$ cat src/cip_pkg.sv
// cip_pkg: shared types, constants and lookup tables for the canopy
// interception partition block. No dependencies.
package cip_pkg;

	// input word
	typedef struct packed {
		logic [2:0]  land_class;
		logic        urban_point;
		logic        wall_column;
		logic        vegetation_exposed;
		logic [31:0] rain_rate;
		logic [31:0] snow_rate;
		logic [15:0] leaf_area_index;
		logic [15:0] stem_area_index;
		logic [31:0] canopy_water_in;
	} item_t;

	// result word
	typedef struct packed {
		logic [31:0] canopy_water_out;
		logic [31:0] drip_rate;
		logic [31:0] snow_throughfall;
		logic [31:0] rain_throughfall;
		logic [31:0] intercepted_rate;
		logic [15:0] snow_fraction;
		logic [15:0] rain_fraction;
	} result_t;

	// column handling decided by the front end
	typedef enum logic [1:0] {
		KIND_PASS,    // canopy water unchanged, flows zero
		KIND_CLEAR,   // ice: canopy water cleared
		KIND_ACTIVE   // full interception computation
	} kind_t;

	// classified word queued between front and back
	typedef struct packed {
		kind_t       kind;
		logic [31:0] rain;
		logic [31:0] snow;
		logic [16:0] s;     // leaf + stem area index, Q5.12
		logic [31:0] cw;
	} work_t;

	// configuration registers
	localparam int CFG_IDX_W = 1;
	localparam int CFG_DATA_W = 17;
	typedef enum logic [CFG_IDX_W-1:0] {
		REG_MAX_DEW   = 1'b0,
		REG_TIME_STEP = 1'b1
	} cfg_reg_t;
	localparam logic [15:0] MAX_DEW_RESET = 16'd6554;
	localparam logic [16:0] TIME_STEP_RESET = 17'd1800;

	// land classes
	localparam logic [2:0] LC_LAST_VEG = 3'd2;
	localparam logic [2:0] LC_ICE = 3'd3;
	localparam logic [2:0] LC_MULTI_ICE = 3'd4;

	// queue depth
	localparam int QUEUE_DEPTH = 4;

	// back-end stage map
	localparam int FRAC_STEPS = 17;
	localparam int DRIP_STEPS = 32;
	localparam int EXP_LOOKUP = 1;
	localparam int EXP_INTERP = 2;
	localparam int EXP_SCALE = 3;
	localparam int SPLIT = 4;
	localparam int STORE = 5;
	localparam int DRIP_SETUP = 6;
	localparam int FRAC_FIRST = 1;
	localparam int FRAC_LAST = FRAC_FIRST + FRAC_STEPS - 1;
	localparam int DRIP_FIRST = DRIP_SETUP + 1;
	localparam int DRIP_LAST = DRIP_FIRST + DRIP_STEPS - 1;
	localparam int LAST_STAGE = DRIP_LAST;

	// exp(-n) in Q0.16, zero from n = 12 on
	function automatic logic [16:0] exp_int(input logic [4:0] n);
		logic [16:0] v;
		unique case (n)
			5'd0: v = 17'd65536;
			5'd1: v = 17'd24109;
			5'd2: v = 17'd8869;
			5'd3: v = 17'd3263;
			5'd4: v = 17'd1200;
			5'd5: v = 17'd442;
			5'd6: v = 17'd162;
			5'd7: v = 17'd60;
			5'd8: v = 17'd22;
			5'd9: v = 17'd8;
			5'd10: v = 17'd3;
			5'd11: v = 17'd1;
			default: v = 17'd0;
		endcase
		return v;
	endfunction

	// exp(-j/16) in Q0.16, j = 0..16
	function automatic logic [16:0] exp_frac(input logic [4:0] j);
		logic [16:0] v;
		unique case (j)
			5'd0: v = 17'd65536;
			5'd1: v = 17'd61565;
			5'd2: v = 17'd57835;
			5'd3: v = 17'd54331;
			5'd4: v = 17'd51039;
			5'd5: v = 17'd47947;
			5'd6: v = 17'd45042;
			5'd7: v = 17'd42313;
			5'd8: v = 17'd39750;
			5'd9: v = 17'd37341;
			5'd10: v = 17'd35079;
			5'd11: v = 17'd32954;
			5'd12: v = 17'd30957;
			5'd13: v = 17'd29081;
			5'd14: v = 17'd27319;
			5'd15: v = 17'd25664;
			default: v = 17'd24109;
		endcase
		return v;
	endfunction

	function automatic logic [31:0] sat32(input logic [32:0] v);
		return v[32] ? 32'hFFFF_FFFF : v[31:0];
	endfunction

endpackage

$ cat src/cip_front.sv
// cip_front: accepts input words, classifies each column and hands the
// classified word to the queue. Depends on cip_pkg.
module cip_front (
	input  logic            clk,
	input  logic            arst_n,
	input  logic            item_valid,
	output logic            item_stall,
	input  cip_pkg::item_t  item,
	input  logic            q_full,
	output logic            q_push,
	output cip_pkg::work_t  q_word
);

	cip_pkg::work_t word_next;
	cip_pkg::work_t word_s1;
	logic           valid_s1;
	logic           load;
	logic           veg;
	logic [32:0]    total;

	// classification
	always_comb begin
		veg = (item.land_class <= cip_pkg::LC_LAST_VEG) || item.urban_point;
		total = {1'b0, item.rain_rate} + {1'b0, item.snow_rate};
		word_next.rain = item.rain_rate;
		word_next.snow = item.snow_rate;
		word_next.cw = item.canopy_water_in;
		word_next.s = {1'b0, item.leaf_area_index} + {1'b0, item.stem_area_index};
		if (veg) begin
			if (!item.wall_column && item.vegetation_exposed && (total != '0))
				word_next.kind = cip_pkg::KIND_ACTIVE;
			else
				word_next.kind = cip_pkg::KIND_PASS;
		end else if (item.land_class == cip_pkg::LC_ICE
				|| item.land_class == cip_pkg::LC_MULTI_ICE) begin
			word_next.kind = cip_pkg::KIND_CLEAR;
		end else begin
			word_next.kind = cip_pkg::KIND_PASS;
		end
	end

	// hold while the queue is full
	assign item_stall = valid_s1 && q_full;
	assign load = !item_stall;
	assign q_push = valid_s1 && !q_full;
	assign q_word = word_s1;

	always_ff @(posedge clk or negedge arst_n) begin
		if (!arst_n)
			valid_s1 <= 1'b0;
		else if (load)
			valid_s1 <= item_valid;
	end

	always_ff @(posedge clk) begin
		if (load && item_valid)
			word_s1 <= word_next;
	end

endmodule

$ cat config.mk
export PLATFORM = sky130hd
export DESIGN_NAME = cip_front
export DESIGN_NICKNAME = d
export VERILOG_FILES = /design/src/cip_pkg.sv /design/src/cip_front.sv
export SDC_FILE = /design/constraint.sdc
export NUM_CORES = 1
export LEC_CHECK = 0
export BUFFER_PORTS_ARGS = -buffer_cell sky130_fd_sc_hd__buf_2
export CAP_MARGIN = 20
export CORE_MARGIN = 2
export CORE_UTILIZATION = 44
export CTS_BUF_LIST = sky130_fd_sc_hd__clkbuf_8 sky130_fd_sc_hd__clkbuf_16
export CTS_CLUSTER_SIZE = 40
export DETAILED_ROUTE_END_ITERATION = 8
export GPL_ROUTABILITY_DRIVEN = 0
export PLACE_DENSITY = 0.87
export SYNTH_ARGS = -nofsm -noshare
export SYNTH_HDL_FRONTEND = slang
export SYNTH_SLANG_ARGS = --single-unit
$ cat constraint.sdc
create_clock -name clk -period 6.4 [get_ports clk]
set_clock_uncertainty 0.1 [all_clocks]
set_input_delay 1.28 -clock clk [delete_from_list [all_inputs] [get_ports clk]]
set_output_delay 1.28 -clock clk [all_outputs]
set_load 0.01 [all_outputs]
Word level (Yosys, flattened, before mapping):

Index checks and enable logic that the tools add are counted.

* register bits after elaboration: 116
* bits of input ports: 138
* output and inout bits: 117
* word-level logic and storage cells: 25

* add/sub/neg operators: 2
* order comparisons: 1
* equality and inequality tests: 2
* multiplexer cells: 3
* reduce and logical (&&, ||, !) cells: 11

Operator list (count)
* $add A32 B32 Y33: 1
* $reduce_bool A33 Y1: 1
* $add A16 B16 Y17: 1
* $logic_and A1 B1 Y1: 5
* $mux W2: 2
* $eq A3 B2 Y1 const B: 1
* $eq A3 B3 Y1 const B: 1
* $le A3 B2 Y1 const B: 1
* $logic_not A1 Y1: 3
* $logic_or A1 B1 Y1: 2
* $mux W1: 1

Longest topological paths before layout:

Gate-level depths: netlist of run 1.

* depth after elaboration: 5
* mapped depth: 12
* mapped depth without buffers: 12

Worst setup path after synthesis of run 1:

Ideal clock, no wire load.

* path type: input -> register
* from: input q_full
* to: register word_s1 (netlist bit q_word[0]), enable pin
* library setup time: 0.603 ns
* arrival time: 6.551 ns
* required time: 5.697 ns
* slack: -0.854 ns
* cell stages on the path: 2
* buffers on the path: 0
* cell sequence: and2_1 -> nor2b_1

* word-level cells in the longest chain between the ends: 3

Ends and longest elaborated chain
* start, declared: RTL line cip_front.sv:9 `input logic q_full,`
* $logic_and A1 B1 Y1: RTL line cip_front.sv:43 `assign item_stall = valid_s1 && q_full;`
* $logic_not A1 Y1: RTL line cip_front.sv:44 `assign load = !item_stall;`
* $logic_and A1 B1 Y1: RTL line cip_front.sv:56 `if (load && item_valid)`
* end signal, assigned: RTL line cip_front.sv:57 `word_s1 <= word_next;`
* end, declared: RTL line cip_front.sv:15 `cip_pkg::work_t word_s1;`

Every way passes these cells.
A chain may end at the register's enable or synchronous reset.

Worst setup path after layout of run 1:

* from: input item[64] (netlist bit)
* to: register word_s1 (netlist bit q_word[114]) (data pin)

* word-level cells in the longest chain between the ends: 5

Ends and longest elaborated chain
* start, declared: RTL line cip_front.sv:8 `input cip_pkg::item_t item,`
* $add A32 B32 Y33: RTL line cip_front.sv:24 `total = {1'b0, item.rain_rate} + {1'b0, item.snow_rate};`
* $reduce_bool A33 Y1: RTL line cip_front.sv:30 `if (!item.wall_column && item.vegetation_exposed && (total != '0))`
* $logic_and A1 B1 Y1: RTL line cip_front.sv:30
* $mux W2: RTL line cip_front.sv:30
* $mux W2: RTL line cip_front.sv:29 `if (veg) begin`

Every way passes these cells.

==> results.json, run 1 <==
{
  "status": "complete, no violations",
  "grt_max_degree": 65,
  "syn_nets": 685,
  "clk_latency_ps": 410,
  "rsz0062_at_grt": "false",
  "arrival_ps": 4400,
  "firstDrtPassIters": 5,
  "synth_mux_area_frac": 0.0139,
  "yosysMostFrequentCell": "edfxtp_1",
  "core_um2": 13700,
  "crit_type": "primary input to flop",
  "cts_htree_levels": 4,
  "synth.area.top_cells": "edfxtp_1 (56%), ha_1 (9.8%), a21oi_1 (3.3%), o21ai_0 (2.5%), xnor2_1 (2.3%)",
  "core.rowCount": 43,
  "seq_area_frac_synth": 0.569,
  "first_global_vias": 4775,
  "critPathLaunchType": "primary input",
  "period_share": 0.679,
  "post-route-min-period_ps": 4340,
  "path_max_fanout": 3,
  "p_leak_nw": 3.56,
  "power_density_nw_per_um2": 285,
  "postCtsHoldBufs": 0,
  "vias": 5128,
  "async_reset_ff_frac": 0.00862,
  "fillers": 1171,
  "ys_types": 55,
  "cts_buffers": 17,
  "grt_pass1_wl_um": 23700,
  "fin_util": 0.600,
  "root_buffer": "clkbuf_16",
  "dieArea_um2": 14800,
  "clk_pin_slew_worst_paths_ps": 60,
  "antenna_found_initial": 1,
  "synth-compound-area-share": 0.149,
  "worstMarginPinSlew_ps": 812,
  "routedWlPerCell_um": 16.6,
  "ys_ff_latch": 116,
  "cts_tree": "done",
  "die_x_um": 122,
  "post_cts.repair.setup_buffers": 0,
  "clkSinkCount": 116,
  "finalHoldViolCount": 0,
  "syn_to_final_growth_pct": 34.8,
  "nNetsFinal": 953,
  "drv_slew": 0,
  "synth-xor-area-share": 0.0373,
  "grt.total_usage": 0.211,
  "crit_required_ps": 6450,
  "tns_ps": 0,
  "ys.flop_type": "edfxtp_1",
  "end_kind": "flop",
  "hp-class": "primary input to asynchronous set/reset pin",
  "ys_warn_count": 0,
  "drt-vias-per-instance": 5.35,
  "slew_headroom": 0.459,
  "drive_gt1_frac": 0.388,
  "io_pins": 255,
  "synth.avg_cell_area_um2": 12.3,
  "clock.fmax_mhz": 230,
  "clk_path_buf_depth": 2,
  "cts-resized-gates": 0,
  "overflow": 0,
  "setup_viol": 0,
  "synth_top_family_by_area": "compound AO/OA/AOI/OAI gates",
  "start_util": 0.446,
  "synth_top_area_share": 0.565,
  "synthesis.area_um2": 6110,
  "drc_errors": 0,
  "ys_top_cells_by_count": "edfxtp_1 (115), ha_1 (48), a21oi_1 (40), nor2_1 (32), nand2_1 (31)",
  "ir_drop_uv": 154,
  "portBuffers": 254,
  "synthCells": 497,
  "synthSimpleGateAreaFrac": 0.109,
  "drt-initial-drc-count": 315,
  "postRouteAntennaNets": 0,
  "drt-total-wl_um": 15900,
  "die-height_um": 122,
  "dpl.hpwl_um": 12600,
  "synth_top_area_cell": "edfxtp_1",
  "synth_edf_count": 115,
  "maxCapViolCount": 0,
  "synthAdderAreaFrac": 0.105
}
==> through the flow <==
step	area, um^2	hold WS, ps	total power [mW]	std cells	setup slack, ps
6_report	8240	532	2.35	959	2060
5_1_grt	8240	514	2.44	959	1930
4_1_cts	8230	513	2.36	958	2070
3_5_place_dp	7590	606	1.34	926	1630
3_3_place_gp	7590	579	1.33	926	1760
2_1_floorplan	6110	573	1.18	497	1380
==> path summary, 6_finish.rpt <==
path                            slack (ps)           to  cells past startpoint     start
worst max register to register        4550   q_word[85]                      3  valid_s1
worst min register to register         610     valid_s1                      2  valid_s1
worst min-delay path                   530     valid_s1                      1    arst_n
worst max-delay path                  2060  q_word[114]                     12  item[64]
min in group clk                       610     valid_s1                      2  valid_s1
max in group asynchronous             5590     valid_s1                      1    arst_n
==> flip-flops by register name, summed over array words and instances (netlist names) <==
register,count
q_word,115
valid_s1,1
==> per-layer routing <==
metal / routed length (um) / part of all wire / GRT usage
met5: 0 / 0 / 0
met4: 272 / 0.017 / 0.0797
met3: 1800 / 0.11 / 0.0922
met2: 7840 / 0.49 / 0.365
met1: 5980 / 0.38 / 0.229
==> layout make-up <==
cell class	count	area, um^2	share of cell area
antenna	1	2.50	0.000304
clock buffer	17	425	0.0516
clock inverter	15	214	0.0260
inverter	18	67.6	0.00820
multi-input combinational	356	2540	0.308
sequential	116	3480	0.422
tap	180	225	0.0273
timing repair buffer	256	1290	0.156
==> report_power, final <==
group / switching (mW) / internal (mW)
combinational: 0.243 / 0.173
sequential: 0.0109 / 0.898
clock: 0.334 / 0.686
total: 0.588 / 1.76
==> logic make-up (layout without fill, tap and decap cells) <==
| family | Yosys count | after routing |
|---|---|---|
| and+or+nand+nor | 133 | 133 |
| AOI/OAI and AO/OA | 139 | 139 |
| buffers and inverters | 25 | 306 |
| other | 0 | 1 |
| xor gates and xnor gates | 26 | 26 |
| DFF | 116 | 116 |
| adders and majority gates | 50 | 50 |
| muxes | 8 | 8 |
==> worst max-delay path: stages <==
cell	delay (ps)
buf_2	120
ha_1	240
fa_1	450
or4_1	510
a21oi_1	150
o2111ai_1	110
or4_1	410
a2111o_1	400
nor4_2	140
nand4_1	130
nor4_1	350
a31oi_1	120
==> cell usage in the layout (no fill, tap or decap), types with 11 or more instances in the layout <==
cell type / Yosys / layout
ha_1: 48 / 48
a21o_1: 11 / 11
nand3_1: 13 / 13
buf_2: 2 / 254
o21ai_0: 30 / 30
inv_1: 18 / 19
a21oi_1: 40 / 40
xnor2_1: 16 / 16
nor2_1: 32 / 32
clkbuf_16: 0 / 17
nand2_1: 31 / 31
edfxtp_1: 115 / 115
Power figures use the tool's default switching activity.
==> run 2, diff against run 1 <==
==> constraint.sdc (replaced) <==
create_clock -name clk -period 3.7 [get_ports clk]
set_clock_uncertainty 0.1 [all_clocks]
set_input_delay 0.74 -clock clk [delete_from_list [all_inputs] [get_ports clk]]
set_output_delay 0.74 -clock clk [all_outputs]
set_load 0.01 [all_outputs]
==> results.json, run 2 (same netlist as run 1, synthesis figures left out) <==
{
  "status": "complete, no violations",
  "crit_required_ps": 3750,
  "drt-initial-drc-count": 254,
  "nNetsFinal": 975,
  "die-height_um": 122,
  "grt_max_degree": 59,
  "syn_to_final_growth_pct": 36.3,
  "core.rowCount": 43,
  "rsz0062_at_grt": "true",
  "whs_path_depth": 1,
  "p_int_mw": 2.85,
  "fin_util": 0.607,
  "use_met3": 0.0763,
  "slowest_delay_ps": 530,
  "end_kind": "flop",
  "use_met1": 0.233,
  "clk_latency_ps": 410,
  "core_um2": 13700,
  "path_buf_inv": 1,
  "antenna_found_initial": 0,
  "mostFrequentLayoutCells": "buf_2 (254), edfxtp_1 (115), ha_1 (48)",
  "portBuffers": 254,
  "worstMarginPinSlew_ps": 746,
  "grt.busiest_layer": "met2",
  "worst-r2r-cell-count": 3,
  "p_leak_nw": 3.63,
  "overflow": 0,
  "rrSetupSlack_ps": 1900,
  "placedCellCount": 947,
  "first_global_vias": 4844,
  "clk_pin_slew_worst_paths_ps": 50,
  "p_clk_frac": 0.400,
  "crit_cells": 12,
  "swShare": 0.261,
  "drc_errors": 0,
  "power_density_nw_per_um2": 464,
  "cts_tree": "done",
  "io_pins": 255,
  "pwr-share-seq": 0.407,
  "cts_buffers": 17,
  "period_share": 0.972,
  "root_buffer": "clkbuf_16",
  "die_x_um": 122,
  "tns_ps": 0,
  "p_sw_mw": 1.01,
  "drt-total-wl_um": 15600,
  "clock.fmax_mhz": 278,
  "grt_use_met2": 0.361,
  "routedWlPerCell_um": 15.9,
  "cts-resized-gates": 0,
  "crit_type": "primary input to flop",
  "cts_htree_levels": 4,
  "maxCapViolCount": 0,
  "post-route-min-period_ps": 3600,
  "drv_slew": 0,
  "ir_drop_uv": 274,
  "slowest_stage": "or4_1",
  "finalHoldViolCount": 0,
  "postRouteAntennaNets": 0,
  "clkSinkCount": 116,
  "layout.cells.non_filler": 980,
  "arrival_ps": 3640,
  "layout_commonest_cell": "buf_2",
  "dpl.hpwl_um": 12700,
  "hp-class": "primary input to flop",
  "num_antenna_cells": 0,
  "dieArea_um2": 14800,
  "largest_reg_flops": 115,
  "vias": 5126,
  "drive_gt1_frac": 0.403,
  "grt.total_usage": 0.208,
  "firstDrtPassIters": 6,
  "combPwrFrac": 0.193,
  "clk_path_buf_depth": 2,
  "critical_path.cell_chain": "buf_2 > ha_1 > fa_1 > or4_1 > a21oi_1 > o2111ai_1 > or4_1 > a2111o_1 > nor4_2 > nand4_1 > nor4_1 > a31oi_1",
  "crit_family": "simple AND/OR/NAND/NOR gates",
  "setup_viol": 0,
  "p_total_mw": 3.86,
  "start_util": 0.446,
  "grt_pass1_wl_um": 23200,
  "path_max_fanout": 2,
  "cp_common_cell": "or4_1",
  "slew_headroom": 0.503,
  "drt-vias-per-instance": 5.23,
  "critPathLaunchType": "primary input"
}
-- run 2: what timing repair did --
item | CTS | global route
endpoints found under the hold margin | 1 | 0
buffers inserted | 0 | 0
hold buffers | 1 | 0
endpoints found under the setup margin | 0 | 1
-- run 2: worst paths after layout --
path	to	start
hold / removal	q_word[18]	item[18]
max in group asynchronous	valid_s1	arst_n
setup / recovery	q_word[114]	item[64]
hold reg to reg	valid_s1	valid_s1
min in group asynchronous	valid_s1	arst_n
setup reg to reg	q_word[82]	valid_s1
-- run 2: layer usage --
metal | vias up | wire length [um] | share of wire
li1 | 2519 | - | -
met1 | 2322 | 6040 | 0.39
met2 | 268 | 7680 | 0.49
met3 | 17 | 1650 | 0.11
met4 | 0 | 246 | 0.016
met5 | - | 0 | 0
-- run 2: layout make-up --
class,count,area (um^2)
inverters,18,67.6
well taps,180,225
clock buffers,17,425
fillers,1144,5390
repair buffers,278,1450
flip-flops and latches,116,3480
multi-input cells,356,2540
clock inverters,15,140
-- run 2: power groups by stage --
stage | sequential, mW | clock (mW) | combinational [mW]
6_report | 1.57 | 1.54 | 0.747
5_1_grt | 1.58 | 1.64 | 0.827
4_1_cts | 1.57 | 1.58 | 0.748
3_5_place_dp | 1.60 | 0 | 0.744
3_3_place_gp | 1.59 | 0 | 0.729
2_1_floorplan | 1.65 | 0 | 0.401
-- run 2: metrics by stage --
step | instance area (um^2) | hold WS (ps) | setup WS, ps
2_1_floorplan | 6120 | 344 | 36.8
3_3_place_gp | 7750 | 415 | -242
3_5_place_dp | 7750 | 423 | -320
4_1_cts | 8330 | 388 | 135
5_1_grt | 8330 | 383 | -53.0
6_report | 8330 | 402 | 102
-- run 2: worst reg2reg max path, stage by stage, from the launching register on --
cell     delay (ps)
dfrtp_1         370
and2_1          200
nor2b_4         120
buf_4           580
