==> src/cip_pkg.sv <==
// cip_pkg: shared types, constants and lookup tables for the canopy
// interception partition block. No dependencies.
package cip_pkg;

	// input word
	typedef struct packed {
		logic [2:0]  land_class;
		logic        urban_point;
		logic        wall_column;
		logic        vegetation_exposed;
		logic [31:0] rain_rate;
		logic [31:0] snow_rate;
		logic [15:0] leaf_area_index;
		logic [15:0] stem_area_index;
		logic [31:0] canopy_water_in;
	} item_t;

	// result word
	typedef struct packed {
		logic [31:0] canopy_water_out;
		logic [31:0] drip_rate;
		logic [31:0] snow_throughfall;
		logic [31:0] rain_throughfall;
		logic [31:0] intercepted_rate;
		logic [15:0] snow_fraction;
		logic [15:0] rain_fraction;
	} result_t;

	// column handling decided by the front end
	typedef enum logic [1:0] {
		KIND_PASS,    // canopy water unchanged, flows zero
		KIND_CLEAR,   // ice: canopy water cleared
		KIND_ACTIVE   // full interception computation
	} kind_t;

	// classified word queued between front and back
	typedef struct packed {
		kind_t       kind;
		logic [31:0] rain;
		logic [31:0] snow;
		logic [16:0] s;     // leaf + stem area index, Q5.12
		logic [31:0] cw;
	} work_t;

	// configuration registers
	localparam int CFG_IDX_W = 1;
	localparam int CFG_DATA_W = 17;
	typedef enum logic [CFG_IDX_W-1:0] {
		REG_MAX_DEW   = 1'b0,
		REG_TIME_STEP = 1'b1
	} cfg_reg_t;
	localparam logic [15:0] MAX_DEW_RESET = 16'd6554;
	localparam logic [16:0] TIME_STEP_RESET = 17'd1800;

	// land classes
	localparam logic [2:0] LC_LAST_VEG = 3'd2;
	localparam logic [2:0] LC_ICE = 3'd3;
	localparam logic [2:0] LC_MULTI_ICE = 3'd4;

	// queue depth
	localparam int QUEUE_DEPTH = 4;

	// back-end stage map
	localparam int FRAC_STEPS = 17;
	localparam int DRIP_STEPS = 32;
	localparam int EXP_LOOKUP = 1;
	localparam int EXP_INTERP = 2;
	localparam int EXP_SCALE = 3;
	localparam int SPLIT = 4;
	localparam int STORE = 5;
	localparam int DRIP_SETUP = 6;
	localparam int FRAC_FIRST = 1;
	localparam int FRAC_LAST = FRAC_FIRST + FRAC_STEPS - 1;
	localparam int DRIP_FIRST = DRIP_SETUP + 1;
	localparam int DRIP_LAST = DRIP_FIRST + DRIP_STEPS - 1;
	localparam int LAST_STAGE = DRIP_LAST;

	// exp(-n) in Q0.16, zero from n = 12 on
	function automatic logic [16:0] exp_int(input logic [4:0] n);
		logic [16:0] v;
		unique case (n)
			5'd0: v = 17'd65536;
			5'd1: v = 17'd24109;
			5'd2: v = 17'd8869;
			5'd3: v = 17'd3263;
			5'd4: v = 17'd1200;
			5'd5: v = 17'd442;
			5'd6: v = 17'd162;
			5'd7: v = 17'd60;
			5'd8: v = 17'd22;
			5'd9: v = 17'd8;
			5'd10: v = 17'd3;
			5'd11: v = 17'd1;
			default: v = 17'd0;
		endcase
		return v;
	endfunction

	// exp(-j/16) in Q0.16, j = 0..16
	function automatic logic [16:0] exp_frac(input logic [4:0] j);
		logic [16:0] v;
		unique case (j)
			5'd0: v = 17'd65536;
			5'd1: v = 17'd61565;
			5'd2: v = 17'd57835;
			5'd3: v = 17'd54331;
			5'd4: v = 17'd51039;
			5'd5: v = 17'd47947;
			5'd6: v = 17'd45042;
			5'd7: v = 17'd42313;
			5'd8: v = 17'd39750;
			5'd9: v = 17'd37341;
			5'd10: v = 17'd35079;
			5'd11: v = 17'd32954;
			5'd12: v = 17'd30957;
			5'd13: v = 17'd29081;
			5'd14: v = 17'd27319;
			5'd15: v = 17'd25664;
			default: v = 17'd24109;
		endcase
		return v;
	endfunction

	function automatic logic [31:0] sat32(input logic [32:0] v);
		return v[32] ? 32'hFFFF_FFFF : v[31:0];
	endfunction

endpackage

==> src/cip_queue.sv <==
// cip_queue: short FIFO of classified words between front and back.
// Depends on cip_pkg.
module cip_queue (
	input  logic            clk,
	input  logic            arst_n,
	input  logic            push,
	input  cip_pkg::work_t  push_word,
	output logic            full,
	input  logic            pop,
	output logic            empty,
	output cip_pkg::work_t  pop_word
);

	localparam int PTR_W = $clog2(cip_pkg::QUEUE_DEPTH);
	localparam int CNT_W = $clog2(cip_pkg::QUEUE_DEPTH + 1);

	cip_pkg::work_t   mem_q [cip_pkg::QUEUE_DEPTH];
	logic [PTR_W-1:0] wr_q;
	logic [PTR_W-1:0] rd_q;
	logic [CNT_W-1:0] count_q;
	logic             do_push;
	logic             do_pop;

	assign full = (count_q == CNT_W'(cip_pkg::QUEUE_DEPTH));
	assign empty = (count_q == '0);
	assign do_push = push && !full;
	assign do_pop = pop && !empty;
	assign pop_word = mem_q[rd_q];

	// pointers and fill count
	always_ff @(posedge clk or negedge arst_n) begin
		if (!arst_n) begin
			wr_q <= '0;
			rd_q <= '0;
			count_q <= '0;
		end else begin
			if (do_push)
				wr_q <= (wr_q == PTR_W'(cip_pkg::QUEUE_DEPTH - 1)) ? '0 : wr_q + 1'b1;
			if (do_pop)
				rd_q <= (rd_q == PTR_W'(cip_pkg::QUEUE_DEPTH - 1)) ? '0 : rd_q + 1'b1;
			if (do_push && !do_pop)
				count_q <= count_q + 1'b1;
			else if (do_pop && !do_push)
				count_q <= count_q - 1'b1;
		end
	end

	always_ff @(posedge clk) begin
		if (do_push)
			mem_q[wr_q] <= push_word;
	end

endmodule

==> config.mk <==
export PLATFORM = sky130hd
export DESIGN_NAME = cip_queue
export DESIGN_NICKNAME = d
export VERILOG_FILES = /design/src/cip_pkg.sv /design/src/cip_queue.sv
export SDC_FILE = /design/constraint.sdc
export NUM_CORES = 1
export LEC_CHECK = 0
export ABC_AREA = 1
export ABC_CLOCK_PERIOD_IN_PS = 5700
export BUFFER_PORTS_ARGS = -buffer_cell sky130_fd_sc_hd__buf_4
export CAP_MARGIN = 40
export CORE_MARGIN = 1
export CORE_UTILIZATION = 35
export DETAILED_ROUTE_END_ITERATION = 10
export SYNTH_ARGS = -nofsm -noshare
export SYNTH_HDL_FRONTEND = slang
export SYNTH_SLANG_ARGS = --single-unit
export TNS_END_PERCENT = 30
==> constraint.sdc <==
create_clock -name clk -period 5.7 [get_ports clk]
set_input_delay 0.285 -clock clk [delete_from_list [all_inputs] [get_ports clk]]
set_output_delay 0.285 -clock clk [all_outputs]
set_load 0.005 [all_outputs]
---- Yosys cells after proc, flatten, opt, wreduce, memory -nomap -nowiden ----
Memories as Yosys holds them, arrays and structs flattened.
Cells that the tools add are included.
storage, ports and cells
  logic and storage cells ................. 27
  output and inout bits ................... 117
  memories kept ........................... 1
  memory bits (writable) .................. 460
  input bits .............................. 119
  bits in registers ....................... 7
memories
  name   words  width  rd ports  clocked after memory_dff  write ports  RTL line         source
  mem_q  4      115    1         0                         1            cip_queue.sv:17  cip_pkg::work_t mem_q [cip_pkg::QUEUE_DEPTH];
operators by class
  eq/ne operators ......................... 3
  reductions and logical operators ........ 10
  mux-type cells .......................... 6
  add/subtract/negate cells ............... 4
operators with widths
  cell                                              count
  2-to-1 mux 3 bit                                  2
  adder 2 x 1 -> 2 bit, second input constant       2
  equality test 2 bit, second input constant        2
  logical AND 1 bit                                 4
  logical NOT 1 bit                                 4
  2-to-1 mux 2 bit                                  2
  adder 3 x 1 -> 3 bit, second input constant       1
  equality test 3 bit, second input constant        1
  logical NOT 3 bit                                 1
  subtractor 3 x 1 -> 3 bit, second input constant  1
  2-to-1 mux 1 bit                                  2
  nonzero test 2 bit                                1

---- Longest topological paths before layout ----
Gate-level depths: netlist of run 1.
  depth in word-level cells ............... 7
  depth in mapped cells ................... 12
  depth with buffers taken out ............ 12

---- Least setup slack after synthesis of run 1 ----
Ideal clock, no wire load.
  kind .................................... register -> register
  start point ............................. reg count_q[0]
  end point ............................... mem mem_q[0][0] (netlist bit), enable pin
  setup slack ............................. -398 ps
  stages on the path, launching flop included .. 5
  library setup time ...................... 591 ps
  period minus slack after synthesis ...... 6098 ps
  data arrival time ....................... 5507 ps
  data required time ...................... 5109 ps
  path buffers ............................ 0
  cells stage by stage .................... dfrtp_1 inv_1 nand3_1 nand2_1 nor2_1
on the way
  longest elaborated chain between the ends .. 5
ends and longest elaborated chain
  item                                    RTL line         source
  start: declaration                      cip_queue.sv:20  logic [CNT_W-1:0] count_q;
  start signal: assignment                cip_queue.sv:42  count_q <= count_q + 1'b1;
  start signal: assignment                cip_queue.sv:44  count_q <= count_q - 1'b1;
  equality test 3 bit                     cip_queue.sv:24  assign full = (count_q == CNT_W'(cip_pkg::QUEUE_DEPTH));
  logical NOT 1 bit                       cip_queue.sv:26  assign do_push = push && !full;
  logical AND 1 bit                       cip_queue.sv:26
  2-to-1 mux 1 bit                        cip_queue.sv:49  if (do_push)
  2-to-1 mux 1 bit (implied by the code)  cip_queue.sv:50  mem_q[wr_q] <= push_word;
  end: declaration                        cip_queue.sv:17
No other way between the ends.

==> results of run 1 <==
==> flip-flops by register name, indices dropped and copies added (netlist names) <==
register and count:
wr_q 2, count_q 3, mem_q 460, rd_q 2
==> final cells by class <==
type | instances | area (um2) | area share, %
tap | 680 | 850.8 | 3.565
sequential | 467 | 14000 | 58.65
timing repair buffer | 370 | 3211 | 13.45
clock buffer | 59 | 1306 | 5.473
multi-input combinational | 613 | 3281 | 13.75
clock inverter | 35 | 285.3 | 1.195
antenna | 4 | 10.01 | 0.04194
inverter | 246 | 925.9 | 3.880
==> stage by stage <==
stage | worst slack (ps) | TNS (ps) | utilization [%]
floorplan | -397.7 | -182920 | -
global route | 2315 | 0 | 46.05
global placement | 2985 | 0 | 40.42
CTS | 2427 | 0 | 46.03
detailed placement | 3078 | 0 | 40.68
finish | 2523 | 0 | 46.05
==> logic make-up (layout without fill, tap and decap cells) <==
family | Yosys count | count (layout) | synth area share (%)
other cells | 0 | 4 | 0
buf+inv | 322 | 710 | 6.987
flops | 467 | 467 | 75.47
compound gates | 231 | 231 | 9.343
simple gates | 374 | 374 | 7.635
fa+ha+maj | 7 | 7 | 0.5131
xor+xnor | 1 | 1 | 0.04726
==> path summary, 6_finish.rpt <==
| kind | from | to | slack [ps] |
|---|---|---|---|
| max | rd_q[1] | pop_word[107] | 2520 |
| min | arst_n | wr_q[0] | 90 |
| max reg2reg | count_q[0] | mem_q[0][102] | 3110 |
| min reg2reg | count_q[2] | count_q[2] | 500 |
| max in group asynchronous | arst_n | rd_q[1] | 5450 |
| min in group clk | push_word[20] | mem_q[2][20] | 430 |
==> synthesized netlist by cell type <==
master,n
inv_2,1
inv_1,245
buf_4,9
xnor2_1,1
nand2_1,360
buf_1,1
nor2_1,6
nand4_1,1
clkbuf_1,24
nand3_1,7
ha_1,6
buf_2,42
o211ai_1,230
o21ai_0,1
edfxtp_1,460
dfrtp_1,7
fa_1,1
==> worst register-to-register path, stage by stage, from the launching register on <==
cell	delay (ps)
dfrtp_1	410
inv_1	90
nand3_1	130
nand2_1	300
nor2_4	560
buf_4	660
==> layer usage <==
layer | global-route usage, % | up-vias | share of wire (%)
met2 | 26.09 | 232 | 50
met1 | 17.72 | 5418 | 42
met4 | 4.215 | 2 | 2.2
li1 | - | 5587 | -
met3 | 4.347 | 57 | 6.4
met5 | 0 | - | 0.042
==> power by group through the flow <==
stage | registers [mW] | clock network (mW) | logic (mW)
floorplan | 4.81 | 0 | 2.12
global placement | 4.87 | 0 | 3.67
detailed placement | 4.81 | 0 | 3.89
CTS | 4.74 | 3.23 | 3.97
global route | 4.79 | 3.36 | 4.32
finish | 4.73 | 3.13 | 3.85
==> impl_metrics.py, run 1 <==
metrics = {
    "yosys": {
        "synth-seq-cells": 467,
        "synth_cells": 1402,
        "synth_fp_nets": 1528,
        "syn_avg_cell_area_um2": 13.22,
        "synth_top_area_share_pct": 74.53,
        "ys.warnings.count": 0,
        "yosysSeqAreaShare_pct": 75.47,
        "synth_area_leader_cell": "edfxtp_1",
        "synth.area.top_cells": "edfxtp_1 75%, o211ai_1 9.3%, nand2_1 7.3%",
        "syn-cell-area_mm2": 0.01853,
        "synth_cell_types": 17,
    },
    "floorplanning": {
        "dieArea_mm2": 0.05388,
        "fp-row-count": 83,
        "die-height_um": 232.1,
        "core_mm2": 0.05182,
        "start_util_pct": 35.77,
        "pin_count": 236,
        "fp.dieW_um": 232.1,
    },
    "critical_path": {
        "start_kind": "flip-flop",
        "path_cells": "inv_4 > buf_4 > o211ai_1 > nand2_1 > buf_4",
        "cp.depth": 5,
        "crit_type": "reg2out",
        "cp-end-kind": "output port",
        "rr_worst_depth": 5,
        "cp_num_buf_inv": 3,
        "crit_fanout": 55,
        "cpMaxStageDelayCell": "dfrtp_4",
        "slowest_delay_ps": 760,
        "cpMostUsedCell": "buf_4",
        "arrival_ps": 2890,
        "cp.required_ps": 5410,
        "critical_path.top_delay_family": "buffers and inverters",
    },
    "timing": {
        "drv_slew": 0,
        "relSlewSlack_pct": 41.18,
        "fmax_mhz": 314.7,
        "fin_crit_ps": 3177,
        "rsz0062_at_grt": "no",
        "tightest_slew_ps": 882.3,
        "hold_viol_final": 0,
        "fin_skew_ps": 21.34,
        "fin_crit_sh_pct": 55.74,
        "setup_viol": 0,
        "timing.hold.ws_ps": 93.50,
    },
    "clock_network": {
        "cts_sinks": 467,
        "cts-resized-gates": 0,
        "cts_htree_levels": 2,
        "clk_pin_slew_ps": 60,
        "postCtsHoldBufs": 118,
        "clock_latency_ps": 590,
        "cts_buffers": 51,
        "clockRootBuffer": "clkbuf_16",
        "post_cts_buffers": 0,
        "cts_tree": "done",
        "clock_path_buffers": 3,
    },
    "placed_design": {
        "gp_congestion": 0.6908,
        "place_area_mm2": 0.02108,
        "io_buffers": 235,
        "place_hpwl_um": 23050,
        "dp.cells": 2258,
    },
    "power_and_ir_drop": {
        "p_int_mw": 7.886,
        "switching_share_pct": 32.66,
        "power_switching_mw": 3.824,
        "p_per_area_mw_per_mm2": 490.7,
        "p_leak_nw": 9.367,
        "ir_worst_vdd_mv": 0.3272,
        "seqPwrFrac_pct": 40.4,
        "comb_power_share_pct": 32.9,
        "p_clk_share_pct": 26.7,
        "p_total_mw": 11.71,
    },
    "detailed_routing": {
        "drt_pass1_iterations": 5,
        "drt_iter0_drc": 596,
        "routed_via_density": 4.566,
        "wl_um": 40490,
        "drtAntennaViolNets": 0,
        "post_drt_wl_per_cell_um": 16.36,
        "drc_errors": 0,
        "via_count": 11300,
    },
    "finish": {
        "final_nets": 1875,
        "stdcell_area_mm2": 0.02387,
        "final_common_cell": "edfxtp_1",
        "syn_to_final_growth_pct": 28.77,
        "fin_cells": 2474,
        "layout-drive-gt1-share_pct": 18.60,
        "fill_cells": 4522,
        "final_cell_mix": "460 x edfxtp_1, 360 x nand2_1, 245 x inv_1, 244 x buf_4, 230 x o211ai_1",
    },
    "min_path": {
        "hold_path.class": "in2async",
    },
    "grt": {
        "grt_pass1_vias": 11390,
        "grt-ovfl-total": 0,
        "grt_pass1_wl_um": 61910,
        "antenna_found_initial": 5,
        "grt_usage_pct": 14.92,
        "grt_max_degree": 201,
    },
    "run_status": {
        "status": "completed",
    },
    "run": {
        "max_cap_violations": 0,
    },
}
Power figures use the tool's default switching activity.
==> run 2: changes to the inputs <==
--- a/config.mk
+++ b/config.mk
@@ -6,7 +6,7 @@
 export NUM_CORES = 1
 export LEC_CHECK = 0
 export ABC_AREA = 1
-export ABC_CLOCK_PERIOD_IN_PS = 5700
+export ABC_CLOCK_PERIOD_IN_PS = 3000
 export BUFFER_PORTS_ARGS = -buffer_cell sky130_fd_sc_hd__buf_4
 export CAP_MARGIN = 40
 export CORE_MARGIN = 1
==> constraint.sdc (replaced) <==
create_clock -name clk -period 3 [get_ports clk]
set_input_delay 0.15 -clock clk [delete_from_list [all_inputs] [get_ports clk]]
set_output_delay 0.15 -clock clk [all_outputs]
set_load 0.005 [all_outputs]
==> run 2 against run 1 <==
  * Combinational power increased by 99%
  * Via count increased by 0.65%
  * Register-to-register slack got worse by 2300 ps
  * Non-clock buffer count increased by 15
  * Utilization increased by 0.34 points
  * Sequential cell count unchanged
  * Final cell count increased by 0.28%
  * Clock skew decreased by 3.6 ps
  * Power increased by 92%
  * Wire length decreased by 0.23%
  * Critical endpoint is now pop_word[68]
  * Largest cell class unchanged
==> impl_metrics.py, run 2 (synthesized netlist as in run 1, its figures left out) <==
metrics = {
    "placed_design": {
        "dp.cells": 2272,
        "gp_congestion": 0.7594,
        "dpl_worst_slack_ps": 787.6,
        "place_area_mm2": 0.02127,
        "io_buffers": 235,
        "place_hpwl_um": 23720,
    },
    "clock_network": {
        "cts_buffers": 50,
        "cts-resized-gates": 0,
        "cts_tree": "done",
        "clk_pin_slew_ps": 60,
        "clock_path_buffers": 3,
        "clock_latency_ps": 590,
        "cts_sinks": 467,
        "clockRootBuffer": "clkbuf_16",
        "cts_htree_levels": 2,
    },
    "finish": {
        "final_util_pct": 46.39,
        "fill_cells": 4551,
        "final_nets": 1889,
        "largest_reg_flops": 460,
        "seq_area_mm2": 0.01400,
        "final_common_cell": "edfxtp_1",
        "layout-drive-gt1-share_pct": 19.00,
        "largest-register": "mem_q",
        "multi_input_area_mm2": 0.003281,
        "syn_to_final_growth_pct": 29.72,
        "final_cell_mix": "460 x edfxtp_1, 360 x nand2_1, 249 x buf_4, 245 x inv_1, 230 x o211ai_1",
        "fin_cells": 2481,
        "stdcell_area_mm2": 0.02404,
        "top_regs": "mem_q x460, count_q x3",
    },
    "timing": {
        "tightest_slew_ps": 668.1,
        "fin_crit_ps": 2519,
        "drv_slew": 0,
        "fmax_mhz": 397.0,
        "relSlewSlack_pct": 55.35,
        "hold_viol_final": 0,
        "setup_tns_ps": 0,
        "rsz0062_at_grt": "no",
        "fin_skew_ps": 17.71,
        "fin_crit_sh_pct": 83.97,
        "setup_viol": 0,
        "timing.hold.ws_ps": 315.2,
        "layout_setup_ws_ps": 481.0,
    },
    "floorplanning": {
        "core_mm2": 0.05182,
        "dieArea_mm2": 0.05388,
        "fp.dieW_um": 232.1,
        "fp-row-count": 83,
        "pin_count": 236,
        "start_util_pct": 35.77,
        "die-height_um": 232.1,
    },
    "min_path": {
        "hp-start": "push_word[0]",
        "hold_path.class": "in2reg",
    },
    "grt": {
        "grt_max_degree": 154,
        "grt-ovfl-total": 0,
        "antenna_found_initial": 3,
        "grt_usage_pct": 15.04,
        "grt_pass1_vias": 11270,
        "grt_pass1_wl_um": 62780,
    },
    "detailed_routing": {
        "drc_errors": 0,
        "via_count": 11370,
        "drtAntennaViolNets": 0,
        "routed_via_density": 4.582,
        "drt_iter0_drc": 611,
        "drt_pass1_iterations": 8,
        "wl_um": 40390,
        "post_drt_wl_per_cell_um": 16.28,
    },
    "critical_path": {
        "arrival_ps": 2370,
        "cp.required_ps": 2850,
        "crit_type": "reg2out",
        "cp-end-kind": "output port",
        "r2r_start": "count_q[0]",
        "start_kind": "flip-flop",
        "setup.worst_path.start": "rd_q[0]",
        "crit_fanout": 90,
    },
    "power_and_ir_drop": {
        "p_leak_nw": 9.429,
        "p_per_area_mw_per_mm2": 934.5,
        "comb_power_share_pct": 34.0,
        "seqPwrFrac_pct": 39.6,
        "switching_share_pct": 32.13,
        "ir_worst_vdd_mv": 0.5247,
        "p_total_mw": 22.47,
        "power_switching_mw": 7.218,
        "p_int_mw": 15.25,
        "p_clk_share_pct": 26.4,
    },
    "run": {
        "max_cap_violations": 0,
    },
    "run_status": {
        "status": "completed",
    },
}
-- run 2: changes by cell type in the layout (fill, tap and decap cells not counted), sizes merged --
cell	delta
clkbuf	-2
clkinv	-9
clkinvlp	+4
dlygate4sd3	+1
diode	-3
bufinv	+2
buf	+14
-- run 2: area by class of cell --
cell class	count	area share (%)
Clock inverter	32	1.249
Sequential cell	467	58.21
Inverter	246	3.851
Tap cell	680	3.539
Timing Repair Buffer	385	14.18
Antenna cell	1	0.01041
Multi-Input combinational cell	613	13.65
Clock buffer	57	5.314
-- run 2: path summary, 6_finish.rpt --
check | endpoint | slack [ps] | cells after the start
max | pop_word[68] | 480 | 6
min | mem_q[3][0] | 320 | 2
max reg2reg | mem_q[0][29] | 820 | 5
min reg2reg | count_q[2] | 550 | 2
max in group asynchronous | rd_q[1] | 2210 | 3
min in group asynchronous | rd_q[0] | 530 | 3
-- run 2: metal layers --
| metal | vias up | share of wire (%) | GRT usage, % |
|---|---|---|---|
| met4 | 4 | 2.0 | 4.400 |
| met2 | 248 | 49 | 25.74 |
| met1 | 5452 | 43 | 18.92 |
| li1 | 5605 | - | - |
| met3 | 60 | 5.4 | 3.450 |
| met5 | - | 0.077 | 0 |
-- run 2: power groups by stage --
stage	sequential, mW	combinational, mW	clock (mW)
floorplan	9.02	4.03	0
global placement	8.99	7.62	0
detailed placement	9.03	7.74	0
CTS	8.90	7.90	6.10
global route	8.99	8.55	6.35
finish	8.89	7.65	5.93
-- run 2: critical path, cell delays in order, from the launching register on --
cell      delay, ps
dfrtp_4         650
buf_12          280
buf_12          350
nand2_1          90
o211ai_1        100
nand2_1         130
buf_4           150
-- run 2: timing repair --
action | CTS | global route
hold endpoints to repair | 471 | 0
setup buffers | 0 | 0
hold buffers | 119 | 0
==> run 3: changes to the inputs <==
--- a/config.mk
+++ b/config.mk
@@ -5,8 +5,8 @@
 export SDC_FILE = /design/constraint.sdc
 export NUM_CORES = 1
 export LEC_CHECK = 0
-export ABC_AREA = 1
-export ABC_CLOCK_PERIOD_IN_PS = 3000
+export ABC_AREA = 0
+export ABC_CLOCK_PERIOD_IN_PS = 2300
 export BUFFER_PORTS_ARGS = -buffer_cell sky130_fd_sc_hd__buf_4
 export CAP_MARGIN = 40
 export CORE_MARGIN = 1
==> constraint.sdc (replaced) <==
create_clock -name clk -period 2.3 [get_ports clk]
set_input_delay 0.115 -clock clk [delete_from_list [all_inputs] [get_ports clk]]
set_output_delay 0.115 -clock clk [all_outputs]
set_load 0.005 [all_outputs]
==> run 3 against run 2 <==
  * Die area is 8.2% lower
  * Clock-buffer cell count is 4 higher
  * Synthesized cell count is 54% lower
  * Setup slack worse by 430 ps
  * Utilization is 1.3 points higher
  * Combinational power is 20% higher
  * Sequential power is 32% higher
  * Clock skew is 2.8 ps higher
  * Critical path type unchanged
  * Largest power group unchanged
  * Highest routed layer unchanged
==> impl_metrics.py, run 3 <==
metrics = {
    "power_and_ir_drop": {
        "switching_share_pct": 26.91,
        "p_leak_nw": 7.829,
        "ir_worst_vdd_mv": 0.6626,
        "comb_power_share_pct": 32.8,
        "power_switching_mw": 7.517,
        "seqPwrFrac_pct": 41.8,
        "p_per_area_mw_per_mm2": 1224,
        "p_clk_share_pct": 25.4,
        "p_int_mw": 20.42,
    },
    "critical_path": {
        "crit_fanout": 40,
        "arrival_ps": 2140,
        "cp-end-kind": "output port",
        "crit_type": "reg2out",
        "start_kind": "flip-flop",
        "cp.required_ps": 2180,
    },
    "timing": {
        "hold_viol_final": 0,
        "fmax_mhz": 443.9,
        "setup_tns_ps": 0,
        "tightest_slew_ps": 560.4,
        "rsz0062_at_grt": "yes",
        "drv_slew": 0,
        "fin_crit_sh_pct": 97.95,
        "fin_crit_ps": 2253,
        "fin_skew_ps": 20.55,
        "setup_viol": 0,
        "relSlewSlack_pct": 62.64,
    },
    "finish": {
        "largest-register": "mem_q",
        "top_regs": "mem_q x460, count_q x3",
        "fin_cells": 1706,
        "antennaDiodeCount": 0,
        "final_nets": 1184,
        "final_common_cell": "edfxtp_1",
        "largest_reg_flops": 460,
        "final_cell_mix": "460 x edfxtp_1, 201 x buf_4, 118 x dlygate4sd3_1, 115 x mux4_2, 57 x buf_6",
        "layout-drive-gt1-share_pct": 42.80,
        "syn_to_final_growth_pct": 34.27,
    },
    "yosys": {
        "syn_avg_cell_area_um2": 26.64,
        "synthTopCellsByCount": "460 x edfxtp_1, 115 x mux4_2, 14 x buf_2",
        "async_flop_share_pct": 1.499,
        "synth_edf_count": 460,
        "synth_cell_types": 21,
        "synth-seq-cells": 467,
        "synth_fp_nets": 764,
        "synth_cells": 638,
        "ys.warnings.count": 0,
        "synthFlopType": "edfxtp_1",
        "syn-cell-area_mm2": 0.01700,
        "synth_area_leader_cell": "edfxtp_1",
        "synth.area.top_cells": "edfxtp_1 81%, mux4_2 15%, dfrtp_1 1.0%",
        "yosysSeqAreaShare_pct": 82.31,
        "synth_top_area_share_pct": 81.28,
        "synth.most_common_cell": "edfxtp_1",
    },
    "grt": {
        "grt_pass1_wl_um": 52850,
        "antenna_found_initial": 2,
        "globalRoute.busiestLayer": "met2",
        "grt_pass1_vias": 8943,
        "met3_usage_pct": 3.994,
        "grt-ovfl-total": 0,
        "met2_usage_pct": 23.62,
        "grt_use_met1_pct": 18.19,
        "grt_max_degree": 73,
        "grt_usage_pct": 14.14,
    },
    "clock_network": {
        "clockRootBuffer": "clkbuf_16",
        "cts_htree_levels": 2,
        "cts_buffers": 48,
        "cts_tree": "done",
        "clock_latency_ps": 590,
        "clk_pin_slew_ps": 60,
        "cts_sinks": 467,
        "clock_path_buffers": 3,
    },
    "floorplanning": {
        "dieArea_mm2": 0.04944,
        "pin_count": 236,
        "core_mm2": 0.04785,
        "fp.dieW_um": 222.4,
        "fp-row-count": 80,
        "start_util_pct": 35.52,
        "die-height_um": 222.4,
    },
    "min_path": {
        "hold_path.class": "in2reg",
    },
    "detailed_routing": {
        "routed_via_density": 4.766,
        "post_drt_wl_per_cell_um": 20.27,
        "drc_errors": 0,
        "drt_iter0_drc": 439,
        "drtAntennaViolNets": 0,
        "drt_pass1_iterations": 4,
        "wl_um": 34580,
        "via_count": 8130,
    },
    "placed_design": {
        "dp.cells": 1494,
        "place_hpwl_um": 20500,
        "io_buffers": 235,
        "gp_congestion": 0.6886,
    },
    "run_status": {
        "status": "completed",
    },
    "run": {
        "max_cap_violations": 0,
    },
}
[run 3: changes by cell type in the layout (fill, tap and decap cells not counted), sizes merged, moves of 7 or more]
cell / change
o211ai: -230
nand2: -359
buf: +11
nand3: -7
inv: -245
mux4: +115
[run 3: per-stage QoR]
stage / hold slack [ps] / worst slack (ps) / utilization [%] / cell area, um2 / power, mW
after floorplan: -180.6 / -500.3 / - / 17010 / 16.07
after global placement: -64.12 / 278.5 / 41.55 / 19880 / 20.32
after detailed placement: -61.73 / 258.4 / 41.55 / 19880 / 20.41
after CTS: 113.2 / -23.60 / 47.23 / 22600 / 28.01
after global routing: 138.6 / -66.95 / 47.69 / 22820 / 29.30
final: 141.3 / 47.06 / 47.69 / 22820 / 27.94
[run 3: critical path: stages (launching register included)]
cell,delay (ps)
dfrtp_4,480
buf_16,280
mux4_2,580
buf_6,130
[run 3: cell families after synthesis]
kind of cell             count (synthesis)  share of synthesized area [%]
AO/OA/AOI/OAI                            2                         0.1178
multiplexers                           119                          15.50
buffers and inverters                   29                         0.9865
adder cells (fa/ha/maj)                  7                         0.5595
XOR/XNOR                                 3                         0.1546
AND/OR/NAND/NOR                         11                         0.3681
flip-flops                             467                          82.31
[run 3: worst paths after layout]
kind	from	endpoint	slack, ps	cells after the start
max	rd_q[0]	pop_word[111]	50	3
min	push	wr_q[0]	140	4
max reg2reg	count_q[0]	count_q[1]	280	6
min reg2reg	count_q[2]	count_q[2]	540	1
max in group asynchronous	arst_n	rd_q[0]	1500	3
min in group asynchronous	arst_n	wr_q[1]	520	3
[run 3: per-layer routing]
layer / vias up / wire length (um) / part of all wire (%)
met5: - / 22 / 0.064
met4: 4 / 669 / 1.9
met3: 58 / 1909 / 5.5
met2: 186 / 17120 / 50
met1: 4278 / 14860 / 43
li1: 3604 / - / -
[run 3: what timing repair did]
| action | in CTS | in global routing |
|---|---|---|
| endpoints found under the hold margin | 469 | 0 |
| gates cloned | 0 | 1 |
| resized for setup | 19 | 39 |
| hold buffers | 118 | 0 |
| buffers inserted | 3 | 7 |
| pin swaps | 0 | 0 |
| endpoints found under the setup margin | 96 | 76 |
[run 3: power groups by stage]
stage	combinational [mW]	clock (mW)	sequential, mW
CTS	8.97	7.34	11.7
finish	9.17	7.10	11.7
detailed placement	8.46	0	12.0
floorplan	4.35	0	11.7
global placement	8.44	0	11.9
global route	9.85	7.63	11.8
[run 3: layout make-up]
class	instances	area, um2
clock inverters	22	181.4
multi-input cells	142	2859
repair buffers	396	3752
flip-flops and latches	467	14000
well taps	615	769.5
fillers	3933	25030
clock buffers	61	1250
inverters	3	11.26
